### src/design/round_robin_task_scheduler_defines.svh
// Assertion helpers for the scheduler. Clock and reset names are those of the top level.
`ifndef ROUND_ROBIN_TASK_SCHEDULER_DEFINES_SVH
`define ROUND_ROBIN_TASK_SCHEDULER_DEFINES_SVH

// Same-cycle implication, checked outside reset.
`define RRTS_ASSERT_IMP(label, ante, cons) \
    label: assert property (@(posedge i_clk) disable iff (!i_rst_n) (ante) |-> (cons)) \
        else $error("rrts: same-cycle check failed");

// Next-cycle implication, checked outside reset.
`define RRTS_ASSERT_NXT(label, ante, cons) \
    label: assert property (@(posedge i_clk) disable iff (!i_rst_n) (ante) |=> (cons)) \
        else $error("rrts: next-cycle check failed");

`endif

### src/design/rrts_pkg.sv
package rrts_pkg;

    localparam int MODE_W  = 3;
    localparam int SLOT_FW = 4;
    localparam int TICK_W  = 16;
    localparam int LIVE_W  = 5;
    localparam int TIMER_W = 2 * TICK_W;

    localparam logic [MODE_W-1:0] MODE_TICK   = 3'd0;
    localparam logic [MODE_W-1:0] MODE_PICK   = 3'd1;
    localparam logic [MODE_W-1:0] MODE_CREATE = 3'd2;
    localparam logic [MODE_W-1:0] MODE_FREE   = 3'd3;
    localparam logic [MODE_W-1:0] MODE_WAIT   = 3'd4;

    typedef struct packed {
        logic load;       // capture request, set up walk
        logic tick_step;  // issue one timer read of the tick walk
        logic scan_step;  // examine one slot for pick or create
        logic exec;       // single-cycle free / wait / no-op
        logic out_load;   // move the result into the output register
    } t_dp_cmd;

    typedef struct packed {
        logic tick_none;  // no slot above zero to tick
        logic tick_last;  // current tick read is the last one
        logic scan_done;  // scan hit or ran through every slot
        logic out_free;   // output register can take a result
    } t_dp_sts;

endpackage

### src/design/rrts_chan_if.sv
interface rrts_req_if import rrts_pkg::*; ();
    logic                valid;
    logic                ready;
    logic [MODE_W-1:0]   mode;
    logic [SLOT_FW-1:0]  slot;
    logic [TICK_W-1:0]   delay_ticks;
    logic [TICK_W-1:0]   period_ticks;

    modport source (output valid, mode, slot, delay_ticks, period_ticks, input ready);
    modport sink   (input valid, mode, slot, delay_ticks, period_ticks, output ready);
endinterface

interface rrts_rsp_if import rrts_pkg::*; ();
    logic                valid;
    logic                ready;
    logic [SLOT_FW-1:0]  chosen_slot;
    logic                found;
    logic [LIVE_W-1:0]   live_count;

    modport source (output valid, chosen_slot, found, live_count, input ready);
    modport sink   (input valid, chosen_slot, found, live_count, output ready);
endinterface

### src/design/rrts_ram.sv
module rrts_ram #(
    parameter int WIDTH = 32,
    parameter int DEPTH = 16
) (
    input  logic                     i_clk,
    input  logic                     i_we,
    input  logic [$clog2(DEPTH)-1:0] i_waddr,
    input  logic [WIDTH-1:0]         i_wdata,
    input  logic                     i_re,
    input  logic [$clog2(DEPTH)-1:0] i_raddr,
    output logic [WIDTH-1:0]         o_rdata
);

    logic [WIDTH-1:0] r_mem [DEPTH];
    logic [WIDTH-1:0] r_rdata;

    always_ff @(posedge i_clk) begin
        if (i_we) begin
            r_mem[i_waddr] <= i_wdata;
        end
        if (i_re) begin
            r_rdata <= r_mem[i_raddr];
        end
    end

    assign o_rdata = r_rdata;

endmodule

### src/design/rrts_datapath.sv
module rrts_datapath import rrts_pkg::*; #(
    parameter int NUM_SLOTS = 16
) (
    input  logic                i_clk,
    input  logic                i_rst_n,
    input  t_dp_cmd             i_cmd,
    output t_dp_sts             o_sts,
    input  logic [MODE_W-1:0]   i_mode,
    input  logic [SLOT_FW-1:0]  i_slot,
    input  logic [TICK_W-1:0]   i_delay_ticks,
    input  logic [TICK_W-1:0]   i_period_ticks,
    input  logic                i_out_ready,
    output logic                o_out_valid,
    output logic [SLOT_FW-1:0]  o_chosen_slot,
    output logic                o_found,
    output logic [LIVE_W-1:0]   o_live_count
);

    localparam int SLOT_W = $clog2(NUM_SLOTS);
    localparam int HW_W   = $clog2(NUM_SLOTS + 1);

    // slot flags and bookkeeping
    logic [NUM_SLOTS-1:0] r_alive;
    logic [NUM_SLOTS-1:0] r_wait;
    logic [HW_W-1:0]      r_hw;
    logic [HW_W-1:0]      r_total;
    logic [SLOT_W-1:0]    r_rr;

    // request and walk
    logic [MODE_W-1:0]    r_mode;
    logic [SLOT_FW-1:0]   r_slot;
    logic [TICK_W-1:0]    r_delay;
    logic [TICK_W-1:0]    r_period;
    logic [SLOT_W-1:0]    r_idx;
    logic [SLOT_W-1:0]    r_cnt;
    logic                 r_wb_valid;
    logic [SLOT_W-1:0]    r_wb_idx;
    logic [SLOT_W-1:0]    r_chosen;
    logic                 r_found;

    // output register
    logic                 r_out_valid;
    logic [SLOT_FW-1:0]   r_out_chosen;
    logic                 r_out_found;
    logic [LIVE_W-1:0]    r_out_live;

    logic                 w_hit;
    logic                 w_cnt_last;
    logic [SLOT_W-1:0]    w_idx_next;
    logic                 w_slot_ok;
    logic [SLOT_W-1:0]    w_sidx;
    logic [TIMER_W-1:0]   w_rdata;
    logic [TICK_W-1:0]    w_cd;
    logic [TICK_W-1:0]    w_per;
    logic [TICK_W-1:0]    w_cd_new;
    logic                 w_wb_act;
    logic                 w_we;
    logic [SLOT_W-1:0]    w_waddr;
    logic [TIMER_W-1:0]   w_wdata;

    assign w_hit      = (r_mode == MODE_CREATE) ? !r_alive[r_idx]
                                                : (r_alive[r_idx] && !r_wait[r_idx]);
    assign w_cnt_last = (r_cnt == SLOT_W'(NUM_SLOTS - 1));
    assign w_idx_next = (r_idx == SLOT_W'(NUM_SLOTS - 1)) ? '0 : r_idx + SLOT_W'(1);
    assign w_slot_ok  = (int'(r_slot) < NUM_SLOTS);
    assign w_sidx     = SLOT_W'(r_slot);

    assign w_cd     = w_rdata[TICK_W-1:0];
    assign w_per    = w_rdata[TIMER_W-1:TICK_W];
    assign w_wb_act = r_alive[r_wb_idx] && r_wait[r_wb_idx];
    // expiry reloads the period; a zero period leaves the count at zero
    assign w_cd_new = (w_cd == '0) ? w_per : w_cd - TICK_W'(1);

    always_comb begin
        w_we    = 1'b0;
        w_waddr = r_idx;
        w_wdata = '0;
        priority if (r_wb_valid) begin
            w_we    = w_wb_act;
            w_waddr = r_wb_idx;
            w_wdata = {w_per, w_cd_new};
        end else if (i_cmd.scan_step && r_mode == MODE_CREATE && w_hit) begin
            w_we    = 1'b1;
            w_waddr = r_idx;
            w_wdata = '0;
        end else if (i_cmd.exec && r_mode == MODE_WAIT && w_slot_ok) begin
            w_we    = 1'b1;
            w_waddr = w_sidx;
            w_wdata = {r_period, r_delay};
        end else begin
            w_we    = 1'b0;
        end
    end

    rrts_ram #(
        .WIDTH (TIMER_W),
        .DEPTH (NUM_SLOTS)
    ) u_timer_ram (
        .i_clk   (i_clk),
        .i_we    (w_we),
        .i_waddr (w_waddr),
        .i_wdata (w_wdata),
        .i_re    (i_cmd.tick_step),
        .i_raddr (r_idx),
        .o_rdata (w_rdata)
    );

    always_ff @(posedge i_clk) begin
        if (!i_rst_n) begin
            r_alive     <= '0;
            r_wait      <= '0;
            r_hw        <= '0;
            r_total     <= '0;
            r_rr        <= '0;
            r_wb_valid  <= 1'b0;
            r_out_valid <= 1'b0;
        end else begin
            r_wb_valid <= i_cmd.tick_step;
            if (r_wb_valid && w_wb_act && w_cd == '0) begin
                r_wait[r_wb_idx] <= 1'b0;
            end
            if (i_cmd.scan_step && w_hit) begin
                if (r_mode == MODE_CREATE) begin
                    r_alive[r_idx] <= 1'b1;
                    r_wait[r_idx]  <= 1'b0;
                    if (HW_W'(r_idx) >= r_hw) begin
                        r_hw <= HW_W'(r_idx) + HW_W'(1);
                    end
                    r_total <= r_total + HW_W'(1);
                end else begin
                    r_rr <= w_idx_next;
                end
            end
            if (i_cmd.exec && w_slot_ok) begin
                if (r_mode == MODE_FREE && r_alive[w_sidx]) begin
                    r_alive[w_sidx] <= 1'b0;
                    // mark only steps down when the top slot goes
                    if (HW_W'(w_sidx) + HW_W'(1) == r_hw) begin
                        r_hw <= HW_W'(w_sidx);
                    end
                    if (r_total != '0) begin
                        r_total <= r_total - HW_W'(1);
                    end
                end
                if (r_mode == MODE_WAIT) begin
                    r_wait[w_sidx] <= 1'b1;
                end
            end
            if (i_cmd.out_load) begin
                r_out_valid <= 1'b1;
            end else if (i_out_ready) begin
                r_out_valid <= 1'b0;
            end
        end
    end

    always_ff @(posedge i_clk) begin
        if (i_cmd.load) begin
            r_mode   <= i_mode;
            r_slot   <= i_slot;
            r_delay  <= i_delay_ticks;
            r_period <= i_period_ticks;
            r_cnt    <= '0;
            r_chosen <= '0;
            r_found  <= 1'b1;
            if (i_mode == MODE_PICK) begin
                r_idx <= r_rr;
            end else if (i_mode == MODE_TICK) begin
                r_idx <= SLOT_W'(1);  // slot zero is never ticked
            end else begin
                r_idx <= '0;
            end
        end
        if (i_cmd.tick_step) begin
            r_wb_idx <= r_idx;
            r_idx    <= w_idx_next;
        end
        if (i_cmd.scan_step) begin
            r_idx <= w_idx_next;
            r_cnt <= r_cnt + SLOT_W'(1);
            if (w_hit) begin
                r_chosen <= r_idx;
            end else if (w_cnt_last) begin
                r_found <= 1'b0;
            end
        end
        if (i_cmd.out_load) begin
            r_out_chosen <= SLOT_FW'(r_chosen);
            r_out_found  <= r_found;
            r_out_live   <= LIVE_W'(r_total);
        end
    end

    assign o_sts.tick_none = (r_hw <= HW_W'(1));
    assign o_sts.tick_last = (HW_W'(r_idx) + HW_W'(1) == r_hw);
    assign o_sts.scan_done = w_hit || w_cnt_last;
    assign o_sts.out_free  = !r_out_valid || i_out_ready;

    assign o_out_valid   = r_out_valid;
    assign o_chosen_slot = r_out_chosen;
    assign o_found       = r_out_found;
    assign o_live_count  = r_out_live;

endmodule

### src/design/rrts_ctrl.sv
module rrts_ctrl import rrts_pkg::*; (
    input  logic              i_clk,
    input  logic              i_rst_n,
    input  logic              i_req_valid,
    input  logic [MODE_W-1:0] i_req_mode,
    output logic              o_req_ready,
    output t_dp_cmd           o_cmd,
    input  t_dp_sts           i_sts
);

    localparam logic [2:0] S_IDLE  = 3'd0;
    localparam logic [2:0] S_TICK  = 3'd1;
    localparam logic [2:0] S_DRAIN = 3'd2;
    localparam logic [2:0] S_SCAN  = 3'd3;
    localparam logic [2:0] S_EXEC  = 3'd4;
    localparam logic [2:0] S_RESP  = 3'd5;

    logic [2:0] r_state;
    logic [2:0] n_state;

    always_comb begin
        n_state     = r_state;
        o_cmd       = '0;
        o_req_ready = 1'b0;
        unique case (r_state)
            S_IDLE: begin
                o_req_ready = 1'b1;
                if (i_req_valid) begin
                    o_cmd.load = 1'b1;
                    unique case (i_req_mode)
                        MODE_TICK:   n_state = i_sts.tick_none ? S_RESP : S_TICK;
                        MODE_PICK,
                        MODE_CREATE: n_state = S_SCAN;
                        default:     n_state = S_EXEC;
                    endcase
                end
            end
            S_TICK: begin
                o_cmd.tick_step = 1'b1;
                if (i_sts.tick_last) begin
                    n_state = S_DRAIN;
                end
            end
            // last timer write-back happens here
            S_DRAIN: n_state = S_RESP;
            S_SCAN: begin
                o_cmd.scan_step = 1'b1;
                if (i_sts.scan_done) begin
                    n_state = S_RESP;
                end
            end
            S_EXEC: begin
                o_cmd.exec = 1'b1;
                n_state    = S_RESP;
            end
            S_RESP: begin
                if (i_sts.out_free) begin
                    o_cmd.out_load = 1'b1;
                    n_state        = S_IDLE;
                end
            end
            default: n_state = S_IDLE;
        endcase
    end

    always_ff @(posedge i_clk) begin
        if (!i_rst_n) begin
            r_state <= S_IDLE;
        end else begin
            r_state <= n_state;
        end
    end

endmodule

### src/design/round_robin_task_scheduler.sv
// Channel   Dir  Payload                                         Handshake
// i_req     in   mode, slot, delay_ticks, period_ticks           valid/ready
// o_rsp     out  chosen_slot, found, live_count                  valid/ready
//
// One request at a time. Tick walks slot timers from slot one to just below the high-water
// mark and then drains the last write-back; it skips the walk when the mark is at most one.
// Pick and create scan at most NUM_SLOTS slots; other modes pass through the exec step. The
// result sits in an output register, so a new request is taken while an earlier result is
// still waiting; the next result then waits for the output register to empty.
// Synchronous reset clears flags and counters at once; the timer RAM needs no clearing.
`include "round_robin_task_scheduler_defines.svh"

module round_robin_task_scheduler import rrts_pkg::*; #(
    parameter int NUM_SLOTS = 16
) (
    input  logic        i_clk,
    input  logic        i_rst_n,
    rrts_req_if.sink    i_req,
    rrts_rsp_if.source  o_rsp
);

    t_dp_cmd w_cmd;
    t_dp_sts w_sts;

    rrts_ctrl u_ctrl (
        .i_clk       (i_clk),
        .i_rst_n     (i_rst_n),
        .i_req_valid (i_req.valid),
        .i_req_mode  (i_req.mode),
        .o_req_ready (i_req.ready),
        .o_cmd       (w_cmd),
        .i_sts       (w_sts)
    );

    rrts_datapath #(
        .NUM_SLOTS (NUM_SLOTS)
    ) u_datapath (
        .i_clk          (i_clk),
        .i_rst_n        (i_rst_n),
        .i_cmd          (w_cmd),
        .o_sts          (w_sts),
        .i_mode         (i_req.mode),
        .i_slot         (i_req.slot),
        .i_delay_ticks  (i_req.delay_ticks),
        .i_period_ticks (i_req.period_ticks),
        .i_out_ready    (o_rsp.ready),
        .o_out_valid    (o_rsp.valid),
        .o_chosen_slot  (o_rsp.chosen_slot),
        .o_found        (o_rsp.found),
        .o_live_count   (o_rsp.live_count)
    );

    `RRTS_ASSERT_IMP(a_one_cmd, 1'b1, $onehot0(w_cmd))
    `RRTS_ASSERT_IMP(a_load_when_free, w_cmd.out_load, w_sts.out_free)
    `RRTS_ASSERT_IMP(a_idle_no_result, i_req.ready, !w_cmd.out_load)
    `RRTS_ASSERT_NXT(a_busy_after_req, i_req.valid && i_req.ready, !i_req.ready)

endmodule
### src/flat_wrapper.sv
// flat-port wrapper written by rule: the top's interface ports become plain ports
module round_robin_task_scheduler_flat import rrts_pkg::*;
#(
    parameter int NUM_SLOTS = 16
)
  (i_clk, i_rst_n, i_req_valid, i_req_mode, i_req_slot, i_req_delay_ticks, i_req_period_ticks, i_req_ready, o_rsp_valid, o_rsp_chosen_slot, o_rsp_found, o_rsp_live_count, o_rsp_ready);
  rrts_req_if i_req_i ();
  rrts_rsp_if o_rsp_i ();
  input  logic i_clk;
  input  logic i_rst_n;
  input wire logic [$bits(i_req_i.valid)-1:0] i_req_valid;
  input wire logic [$bits(i_req_i.mode)-1:0] i_req_mode;
  input wire logic [$bits(i_req_i.slot)-1:0] i_req_slot;
  input wire logic [$bits(i_req_i.delay_ticks)-1:0] i_req_delay_ticks;
  input wire logic [$bits(i_req_i.period_ticks)-1:0] i_req_period_ticks;
  output wire logic [$bits(i_req_i.ready)-1:0] i_req_ready;
  output wire logic [$bits(o_rsp_i.valid)-1:0] o_rsp_valid;
  output wire logic [$bits(o_rsp_i.chosen_slot)-1:0] o_rsp_chosen_slot;
  output wire logic [$bits(o_rsp_i.found)-1:0] o_rsp_found;
  output wire logic [$bits(o_rsp_i.live_count)-1:0] o_rsp_live_count;
  input wire logic [$bits(o_rsp_i.ready)-1:0] o_rsp_ready;
  assign i_req_i.valid = i_req_valid;
  assign i_req_i.mode = i_req_mode;
  assign i_req_i.slot = i_req_slot;
  assign i_req_i.delay_ticks = i_req_delay_ticks;
  assign i_req_i.period_ticks = i_req_period_ticks;
  assign i_req_ready = i_req_i.ready;
  assign o_rsp_valid = o_rsp_i.valid;
  assign o_rsp_chosen_slot = o_rsp_i.chosen_slot;
  assign o_rsp_found = o_rsp_i.found;
  assign o_rsp_live_count = o_rsp_i.live_count;
  assign o_rsp_i.ready = o_rsp_ready;
  round_robin_task_scheduler #(.NUM_SLOTS(NUM_SLOTS)) u_core (.i_clk(i_clk), .i_rst_n(i_rst_n), .i_req(i_req_i), .o_rsp(o_rsp_i));
endmodule
### config.mk
export PLATFORM = sky130hd
export DESIGN_NAME = round_robin_task_scheduler_flat
export DESIGN_NICKNAME = d
export VERILOG_FILES = /design/src/design/rrts_pkg.sv /design/src/design/rrts_chan_if.sv /design/src/design/rrts_ram.sv /design/src/design/rrts_datapath.sv /design/src/design/rrts_ctrl.sv /design/src/design/round_robin_task_scheduler.sv /design/src/flat_wrapper.sv
export VERILOG_INCLUDE_DIRS = /design/src /design/src/design
export SDC_FILE = /design/constraint.sdc
export NUM_CORES = 1
export LEC_CHECK = 0
export BUFFER_PORTS_ARGS = -buffer_cell sky130_fd_sc_hd__buf_2
export CAP_MARGIN = 20
export CELL_PAD_IN_SITES_DETAIL_PLACEMENT = 0
export CELL_PAD_IN_SITES_GLOBAL_PLACEMENT = 1
export CORE_UTILIZATION = 40
export DETAILED_ROUTE_END_ITERATION = 8
export PLACE_DENSITY_LB_ADDON = 0.15
export SYNTH_ARGS = -nofsm -noshare
export SYNTH_HDL_FRONTEND = slang
export SYNTH_SLANG_ARGS = --single-unit
### constraint.sdc
create_clock -name i_clk -period 4.55 [get_ports i_clk]
set_input_delay 0.455 -clock i_clk [delete_from_list [all_inputs] [get_ports i_clk]]
set_output_delay 0.455 -clock i_clk [all_outputs]
set_load 0.1 [all_outputs]
; Word-level counts from Yosys, hierarchy flattened
; Memory sizes are Yosys's and may differ from the RTL's. A register that Yosys moved wholly into a read port is not among the register bits.
; Cells that the tools add are included.
[word_totals]
regBits = 117
latch_bits = 0
ram_bits = 512
mem_bits_ro = 0
inputBits = 43
wordCells = 175
mem_count = 1
[op_classes]
n_addsub = 7
multipliers = 0
div = 0
order_cmp = 8
eq_ne = 18
shift = 0
mux = 84
bitwise_logic = 9
n_reduce_logical = 28
[mem_list]
columns = memory, words, word_bits, rd, rd_ports_with_merged_regs, write_ports, line_no
row1 = u_core.u_datapath.u_timer_ram.r_mem, 16, 32, 1, 1, 1, rrts_ram.sv:14  ; logic [WIDTH-1:0] r_mem [DEPTH];
[op_table]
columns = op, count
row1 = 16-bit 2-to-1 mux, 13
row2 = 32-bit 2-to-1 mux, 3
row3 = 5-bit 2-to-1 mux, 11
row4 = 4-bit 2-to-1 mux, 13
row5 = 16-bit bitwise AND, 3
row6 = 16-bit NOT, 3
row7 = 16-bit bitwise OR, 2
row8 = 1-bit 2-to-1 mux, 29
row9 = 1-bit binary-select mux with 4-bit select, 5
row10 = 16-bit zero test, 1
row11 = 16-bit by 1-bit subtractor with 16-bit output (second input constant), 1
row12 = 3-bit by 2-bit equality test with 1-bit output (second input constant), 5
row13 = 4-bit by 5-bit < comparator with 1-bit output (second input constant), 3
row14 = 3-bit 2-to-1 mux, 5
row15 = 3-bit one-hot mux with 5 select lines, 1
row16 = 1-bit demux with 4-bit select, 3
row17 = 4-bit by 1-bit >= comparator with 1-bit output (second input constant), 3
row18 = 1-bit logical AND, 12
row19 = 4-bit by 1-bit adder with 5-bit output (second input constant), 2
row20 = 5-bit equality test, 2
row21 = 3-bit equality test (second input constant), 3
row22 = 4-bit by 1-bit adder with 4-bit output (second input constant), 2
row23 = 4-bit equality test (second input constant), 2
row24 = 2-bit != test (second input constant), 4
row25 = 16 further kinds, 23

; Depth between registers and ports, before layout
; Gate-level depths: netlist (run 1).
[logic_depth]
word_depth = 15
depth_mapped = 12
mapped_depth_nobuf = 8

; Cells and area by module
; Synthesis (run 1) repeated with hierarchy kept, for this count alone.
[unflattened]
cells_unflattened = 1545
area_unflattened_um2 = 26893.3
[modules_own_cells]
columns = module, n_inst, cells_each, area_each_um2, seq_area_each_um2
row1 = rrts_ram, 1, 838, 20156.8, 16335.7
row2 = rrts_datapath, 1, 667, 6412.4, 2892.8
row3 = rrts_ctrl, 1, 40, 324.1, 60.1

; Least setup slack after synthesis (run 1)
; No wires, ideal clock.
[synth_path]
kind = flip-flop to flip-flop
from = reg u_core.u_datapath.r_idx[1]
to = mem u_core.u_datapath.u_timer_ram.r_mem[5][0] (enable)
setup_time_ps = 461
arrival_time_ps = 4356
required_time_ps = 4089
path_slack_ps = -267
stages_incl_launch_ff = 9
n_path_buf = 2
period_less_slack_ps = 4817
cell_sequence = edfxtp_1 > mux2_1 > mux4_2 > nor3_4 > or2_1 > buf_6 > o31ai_4 > buf_6 > nor3_1
[synth_via]
elab_chain_cells = 10
word_cells_on_any_way = 16
cone_classes = 12 x mux / 4 x reduce/logical
[synth_lines]
columns = element, line_no
row1 = start: declaration, rrts_datapath.sv:34  ; logic [SLOT_W-1:0] r_idx;
row2 = start signal: assignment, rrts_datapath.sv:167  ; r_idx <= r_rr;
row3 = start signal: assignment, rrts_datapath.sv:176  ; r_idx <= w_idx_next;
row4 = start signal: assignment, rrts_datapath.sv:179  ; r_idx <= w_idx_next;
row5 = 1-bit binary-select mux with 4-bit select, rrts_datapath.sv:62  ; : (r_alive[r_idx] && !r_wait[r_idx]);
row6 = 1-bit 2-to-1 mux (implied by the code), rrts_datapath.sv:62
row7 = 1-bit zero test, rrts_datapath.sv:62
row8 = 1-bit logical AND, rrts_datapath.sv:62
row9 = 1-bit 2-to-1 mux, rrts_datapath.sv:61  ; assign w_hit = (r_mode == MODE_CREATE) ? !r_alive[r_idx]
row10 = 1-bit logical AND, rrts_datapath.sv:82  ; end else if (i_cmd.scan_step && r_mode == MODE_CREATE && w_hit) begin
row11 = 1-bit 2-to-1 mux, rrts_datapath.sv:82
row12 = 1-bit 2-to-1 mux, rrts_datapath.sv:78  ; priority if (r_wb_valid) begin
row13 = 1-bit 2-to-1 mux, rrts_ram.sv:18  ; if (i_we) begin
row14 = 1-bit 2-to-1 mux (implied by the code), rrts_ram.sv:19  ; r_mem[i_waddr] <= i_wdata;
row15 = end: declaration, rrts_ram.sv:14
; Several ways; a longest one is shown, not always the timed one. The select of a mux whose other input is x is not followed.

; Final worst setup path (run 1)
[layout_path]
from = reg u_core.u_datapath.r_idx[1]
to = mem u_core.u_datapath.u_timer_ram.r_mem[2][28] (enable)
; The elaborated chain is that of the path after synthesis.

==> reports/results.ini, run 1 <==
[setup_path]
cp-end-kind = flip-flop
crit_chain = mux2_1 -> mux4_2 -> nor3_4 -> or2_1 -> o31ai_4 -> nor3_2 -> buf_12
cp.buffers_inverters = 1
r2r_end = u_core.u_datapath.u_timer_ram.r_mem[2][28]$_DFFE_PP_
worstPathArrival_ps = 3920
ff2ff_setup_slack_ps = 910
cp_top_family = simple AND/OR/NAND/NOR gates
reg2reg_from = u_core.u_datapath.r_idx[1]$_DFFE_PP_
startpoint = u_core.u_datapath.r_idx[1]$_DFFE_PP_
cp_max_fo = 27
path_class = flip-flop to flip-flop
slowest_delay_ps = 640
crit_required_ps = 4830
startpoint_type = flip-flop
slowest_stage = nor3_2
worstRegToRegCells = 7

[synth]
synth_fp_nets = 1525
synthArstFlopShare_pct = 0
ys_warn_count = 0
synth_flop_cell = edfxtp_1
synth_cells = 1466
synth_cell_type_count = 70
synth_area_leader_cell = edfxtp_1
synth_edf_count = 605
ys_top_cells_by_count = edfxtp_1, mux4_2, nand2_1
synth_top_area_share_pct = 67.7
ys_ff_latch = 661
yosysMostFrequentCell = edfxtp_1
yosysSeqAreaShare_pct = 71.8
syn-cell-area_sq_um = 26800
netlist_top_cells_area = edfxtp_1, mux4_2, dfxtp_1, nand2_1, o21ai_0
synth_area_per_cell_sq_um = 18.3

[timing]
skew_ps = 24.3
period_minus_slack_ps = 3640
drv_slew = 0
setup_violations = 0
hold_viol_final = 0
slew_headroom_pct = 35.1
fin_crit_sh_pct = 80.1
rsz0062_at_grt = false
worst_pin_slew_ps = 967
max_freq_mhz = 274

[power]
switching_power_mw = 3.97
p_sw_share_pct = 26.3
peakVddDrop_uv = 271
p_leak_nw = 10.1
seq_power_share_pct = 47.9
power_frac_comb_pct = 16.2
p_per_area_nw_per_um2 = 487
intPower_mw = 11.1
clkPwrFrac_pct = 36.0

[final_layout]
post-route-util_pct = 47.0
area_growth_pct = 15.7
fin_nets = 1678
drive_gt1_share_pct = 26.1
design_area_sq_um = 31100
diodes = 0

[floorplanning]
rows = 94
dieWidth_um = 261
die_h_um = 261
dieArea_sq_um = 68200
coreArea_sq_um = 66100
ios = 55
initial_core_util_pct = 40.6

[grt]
grt_max_degree = 59
overflow = 0
grt_pass1_wl_um = 99600
grt.total_usage_pct = 20.3
grt_pass1_vias = 14800
grt_antenna_before_repair = 0

[routing]
dr.pass1.iters = 7
antenna_left = 0
drc = 0
via_per_inst = 5.65
initialDrtViolationCount = 1330
wl_per_cell_um = 26.5
vias = 14300
finalWirelength_um = 67100

[clock_network]
cts_root_buf = clkbuf_16
h-tree-depth = 3
numCtsBuffers = 72
clock_path_buffers = 3
post_cts_buffers = 0
clock_latency_ps = 620
path_clk_slew_ps = 60
cts_resized = 0
tritoncts = built
clkSinkCount = 661

[status]
status = finished, final reports clean

[place]
dpl.hpwl_um = 40200
io_buffers = 54
place.gp.congestion = 0.813
place_area_sq_um = 28500

[min_path]
whs_path_depth = 1
hold_end = u_core.u_datapath.r_delay[4]$_DFFE_PP_
hp-start = i_req_delay_ticks[4]
hp-class = primary input to flip-flop

[run]
cap_violations = 0

==> cell usage in the layout, fill, tap and decap left out, types with 34 or more instances in the layout <==
cell           count
mux4_2           167
buf_4             70
nor2_1            43
o21ai_0           45
buf_2             54
clkbuf_16         74
dlygate4sd3_1     34
edfxtp_1         605
nand2_1          107
dfxtp_1           55
==> logic make-up after synthesis <==
logic type	after synthesis	synth area share, %
xor+xnor	24	0.783
fa+ha+maj	16	0.746
mux	197	15.2
buf+inv	114	1.82
flops	661	71.8
compound gates	179	4.54
simple gates	275	5.10
==> sequential cells by signal (all words and copies together), names as in the netlist <==
name and flops:
u_core.u_datapath.o_live_count 5, u_core.u_datapath.r_delay 16, u_core.u_datapath.r_found 1, u_core.u_datapath.u_timer_ram.r_mem 512, u_core.u_datapath.r_wb_idx 4, u_core.u_datapath.r_wb_valid 1, u_core.u_datapath.r_hw 5, u_core.u_datapath.r_idx 4
u_core.u_datapath.r_period 16, u_core.u_datapath.o_out_valid 1, u_core.u_ctrl.r_state 3, u_core.u_datapath.r_total 5, u_core.u_datapath.o_chosen_slot 4, u_core.u_datapath.o_found 1, u_core.u_datapath.r_rr 4, u_core.u_datapath.r_alive 16
u_core.u_datapath.r_wait 16, u_core.u_datapath.r_cnt 4, u_core.u_datapath.r_slot 4, u_core.u_datapath.r_chosen 4, u_core.u_datapath.u_timer_ram.o_rdata 32, u_core.u_datapath.r_mode 3
==> final cells by class <==
| class | count | area [sq um] |
|---|---|---|
| Timing Repair Buffer | 164 | 1260 |
| Multi-Input combinational cell | 691 | 7160 |
| Tap cell | 864 | 1080 |
| Sequential cell | 661 | 19300 |
| Inverter | 29 | 109 |
| Fill cell | 5661 | 35000 |
| Clock inverter | 38 | 260 |
| Clock buffer | 87 | 1910 |
==> power groups by stage <==
| stage | registers, mW | clock network, mW | logic (mW) |
|---|---|---|---|
| 2_1_floorplan | 7.25 | 0 | 1.75 |
| 3_3_place_gp | 7.35 | 0 | 2.47 |
| 3_5_place_dp | 7.36 | 0 | 2.47 |
| 4_1_cts | 7.23 | 5.57 | 2.50 |
| 5_1_grt | 7.25 | 5.79 | 2.64 |
| 6_report | 7.23 | 5.44 | 2.45 |
==> per-stage QoR <==
stage | cells | hold slack, ps | TNS (ps) | power (mW) | setup WS [ps]
final | 2534 | 40.7 | 0 | 15.1 | 907
after global routing | 2534 | 2.60 | 0 | 15.7 | 757
after CTS | 2533 | 3.27 | 0 | 15.3 | 879
after detailed placement | 2374 | 425 | 0 | 9.83 | 909
after global placement | 2374 | 415 | 0 | 9.82 | 992
after floorplan | 1466 | 408 | -109230 | 9.00 | -267
==> what timing repair did <==
action | in CTS | in global routing
hold buffers | 34 | 0
hold endpoints to repair | 34 | 0
endpoints found under the setup margin | 0 | 0
==> metal layers <==
layer / vias up / share of wire [%] / global-route usage [%]
met5: - / 0 / 0
met3: 110 / 5.1 / 3.18
li1: 6264 / - / -
met4: 0 / 2.8 / 6.54
met2: 413 / 47 / 32.1
met1: 7525 / 45 / 28.8
==> how the worst max path moves through the flow <==
stage,end,slack (ps),depth (start not counted)
2_1_floorplan,u_core.u_datapath.u_timer_ram.r_mem[5][0]$_DFFE_PP_,-270,8
3_3_place_gp,u_core.u_datapath.u_timer_ram.r_mem[2][22]$_DFFE_PP_,990,7
3_5_place_dp,u_core.u_datapath.u_timer_ram.r_mem[2][28]$_DFFE_PP_,910,7
4_1_cts,u_core.u_datapath.u_timer_ram.r_mem[2][28]$_DFFE_PP_,880,7
5_1_grt,u_core.u_datapath.u_timer_ram.r_mem[2][28]$_DFFE_PP_,760,7
6_report,u_core.u_datapath.u_timer_ram.r_mem[2][28]$_DFFE_PP_,910,7
No activity file was read; power rests on OpenSTA's default activity.
==> inputs of run 2 (changes only) <==
==> constraint.sdc (replaced) <==
create_clock -name i_clk -period 3.04 [get_ports i_clk]
set_input_delay 0.304 -clock i_clk [delete_from_list [all_inputs] [get_ports i_clk]]
set_output_delay 0.304 -clock i_clk [all_outputs]
set_load 0.1 [all_outputs]
==> reports/results.ini, run 2 (same netlist as run 1, synthesis figures left out) <==
[timing]
skew_ps = 37.1
fin_crit_sh_pct = 95.7
worst_pin_slew_ps = 884
slew_headroom_pct = 41.1
drv_slew = 0
setup_violations = 0
whs_ps = 120
max_freq_mhz = 344
period_minus_slack_ps = 2910
hold_viol_final = 0

[min_path]
hp-class = primary input to flip-flop
whs_path_depth = 3
hold_end = u_core.u_datapath.o_out_valid$_SDFFE_PN0P_
hp-start = i_rst_n

[power]
clkPwrFrac_pct = 36.4
p_sw_share_pct = 26.7
peakVddDrop_uv = 520
switching_power_mw = 6.34
power_frac_comb_pct = 18.1
seq_power_share_pct = 45.5
p_per_area_nw_per_um2 = 729
intPower_mw = 17.4
p_leak_nw = 11.0

[clock_network]
clock_latency_ps = 620
numCtsBuffers = 73
clock_path_buffers = 3
cts_root_buf = clkbuf_16
tritoncts = built
clkSinkCount = 661
path_clk_slew_ps = 60
h-tree-depth = 3

[setup_path]
cp_max_fo = 22
reg2reg_from = u_core.u_ctrl.r_state[2]$_SDFFE_PN0P_
slowest_delay_ps = 390
worstRegToRegCells = 10
critical_path_depth = 10
cp.buffers_inverters = 4
r2r_end = u_core.u_datapath.u_timer_ram.r_mem[4][8]$_DFFE_PP_
crit_chain = nor3b_1 -> buf_4 -> and3_2 -> mux2i_1 -> o21ai_0 -> buf_4 -> or2_2 -> buf_4 -> nor3_4 -> buf_12
cp-end-kind = flip-flop
crit_required_ps = 3330
path_class = flip-flop to flip-flop
cp_top_family = simple AND/OR/NAND/NOR gates
path_common_cell = buf_4
slowest_stage = or2_2
worstPathArrival_ps = 3200
startpoint_type = flip-flop
ff2ff_setup_slack_ps = 130

[routing]
highest_layer = met5
wl_per_cell_um = 27.4
via_per_inst = 5.65
dr.pass1.iters = 7
initialDrtViolationCount = 1369
finalWirelength_um = 72700
wl_met3_um = 3840
antenna_left = 0
wl_met1_um = 32300
drc = 0
vias = 15000
dr_wl_met2_um = 35200

[place]
place.gp.congestion = 0.899
place_area_sq_um = 29500
dpl.hpwl_um = 46500
io_buffers = 54

[grt]
grt_antenna_before_repair = 1
overflow = 0
grt.total_usage_pct = 21.8
grt_pass1_wl_um = 106000
grt_pass1_vias = 15200
grt_max_degree = 71

[floorplanning]
rows = 94
coreArea_sq_um = 66100
initial_core_util_pct = 40.6
ios = 55
dieArea_sq_um = 68200
dieWidth_um = 261
die_h_um = 261

[final_layout]
design_area_sq_um = 32500
largest_reg_flops = 512
drive_gt1_share_pct = 30.8
area_growth_pct = 21.2
layout_common_cells = edfxtp_1, mux4_2, buf_4
fin_nets = 1790
final_common_cell = edfxtp_1
regMostFlops = u_core.u_datapath.u_timer_ram.r_mem
post-route-util_pct = 49.2
diodes = 0

[status]
status = finished, final reports clean

[run]
cap_violations = 0

[run 2: changes by cell type in the layout (fill, tap and decap cells not counted), moves of 4 or more]
cell	before	now
buf_4	70	149
nor3_4	1	17
buf_12	6	21
nor3_2	16	2
dlygate4sd3_1	34	40
bufinv_16	1	5
clkinv_1	17	21
[run 2: per-stage QoR]
step | std cells | power [mW] | TNS [ps] | setup slack [ps]
6_report | 2654 | 23.7 | 0 | 130
5_1_grt | 2654 | 24.5 | -12.6 | -12.6
4_1_cts | 2645 | 24.0 | 0 | 10.2
3_5_place_dp | 2467 | 15.2 | -19590 | -359
3_3_place_gp | 2467 | 15.1 | -17860 | -352
2_1_floorplan | 1466 | 13.6 | -164150 | -384
[run 2: layout make-up]
cell class,count,area [sq um]
Clock inverter,48,420
Inverter,29,109
Tap cell,864,1080
Timing Repair Buffer,275,2430
Fill cell,5519,33600
Clock buffer,86,1930
Sequential cell,661,19300
Multi-Input combinational cell,691,7280
[run 2: worst max-delay path by stage]
stage	from	end	slack, ps
global route	u_core.u_datapath.r_idx[0]$_DFFE_PP_	u_core.u_datapath.r_hw[1]$_SDFF_PN0_	-10
detailed placement	u_core.u_datapath.r_idx[1]$_DFFE_PP_	u_core.u_datapath.u_timer_ram.r_mem[9][14]$_DFFE_PP_	-360
global placement	u_core.u_datapath.r_idx[1]$_DFFE_PP_	u_core.u_datapath.u_timer_ram.r_mem[9][17]$_DFFE_PP_	-350
finish	u_core.u_ctrl.r_state[2]$_SDFFE_PN0P_	u_core.u_datapath.u_timer_ram.r_mem[4][8]$_DFFE_PP_	130
floorplan	u_core.u_datapath.r_idx[1]$_DFFE_PP_	u_core.u_datapath.u_timer_ram.r_mem[13][0]$_DFFE_PP_	-380
CTS	u_core.u_datapath.r_idx[1]$_DFFE_PP_	u_core.u_datapath.r_hw[3]$_SDFF_PN0_	10
[run 2: routing by layer]
metal | vias up | track usage (%)
met5 | - | 0
met4 | 2 | 4.88
met3 | 91 | 3.25
met2 | 466 | 35.1
met1 | 7932 | 31.3
li1 | 6509 | -
[run 2: tightest hold or removal path, delay by kind of cell]
| kind | cells | cell delay [ps] |
|---|---|---|
| buffers and inverters | 2 | 250 |
| and+or+nand+nor | 1 | 140 |
[run 2: timing repair]
action                                  in CTS  in global routing
cloned                                       1                  2
endpoints found under the setup margin     132                340
gates resized for setup                      6                 11
pin swaps                                    2                  3
endpoints found under the hold margin       40                  0
setup buffers                                3                  7
hold buffers                                40                  0
[run 2: power by group through the flow]
stage	combinational, mW	clock [mW]	sequential, mW
floorplan	2.72	0	10.8
global placement	4.16	0	11.0
detailed placement	4.22	0	11.0
CTS	4.32	8.85	10.8
global route	4.58	9.16	10.8
finish	4.29	8.63	10.8
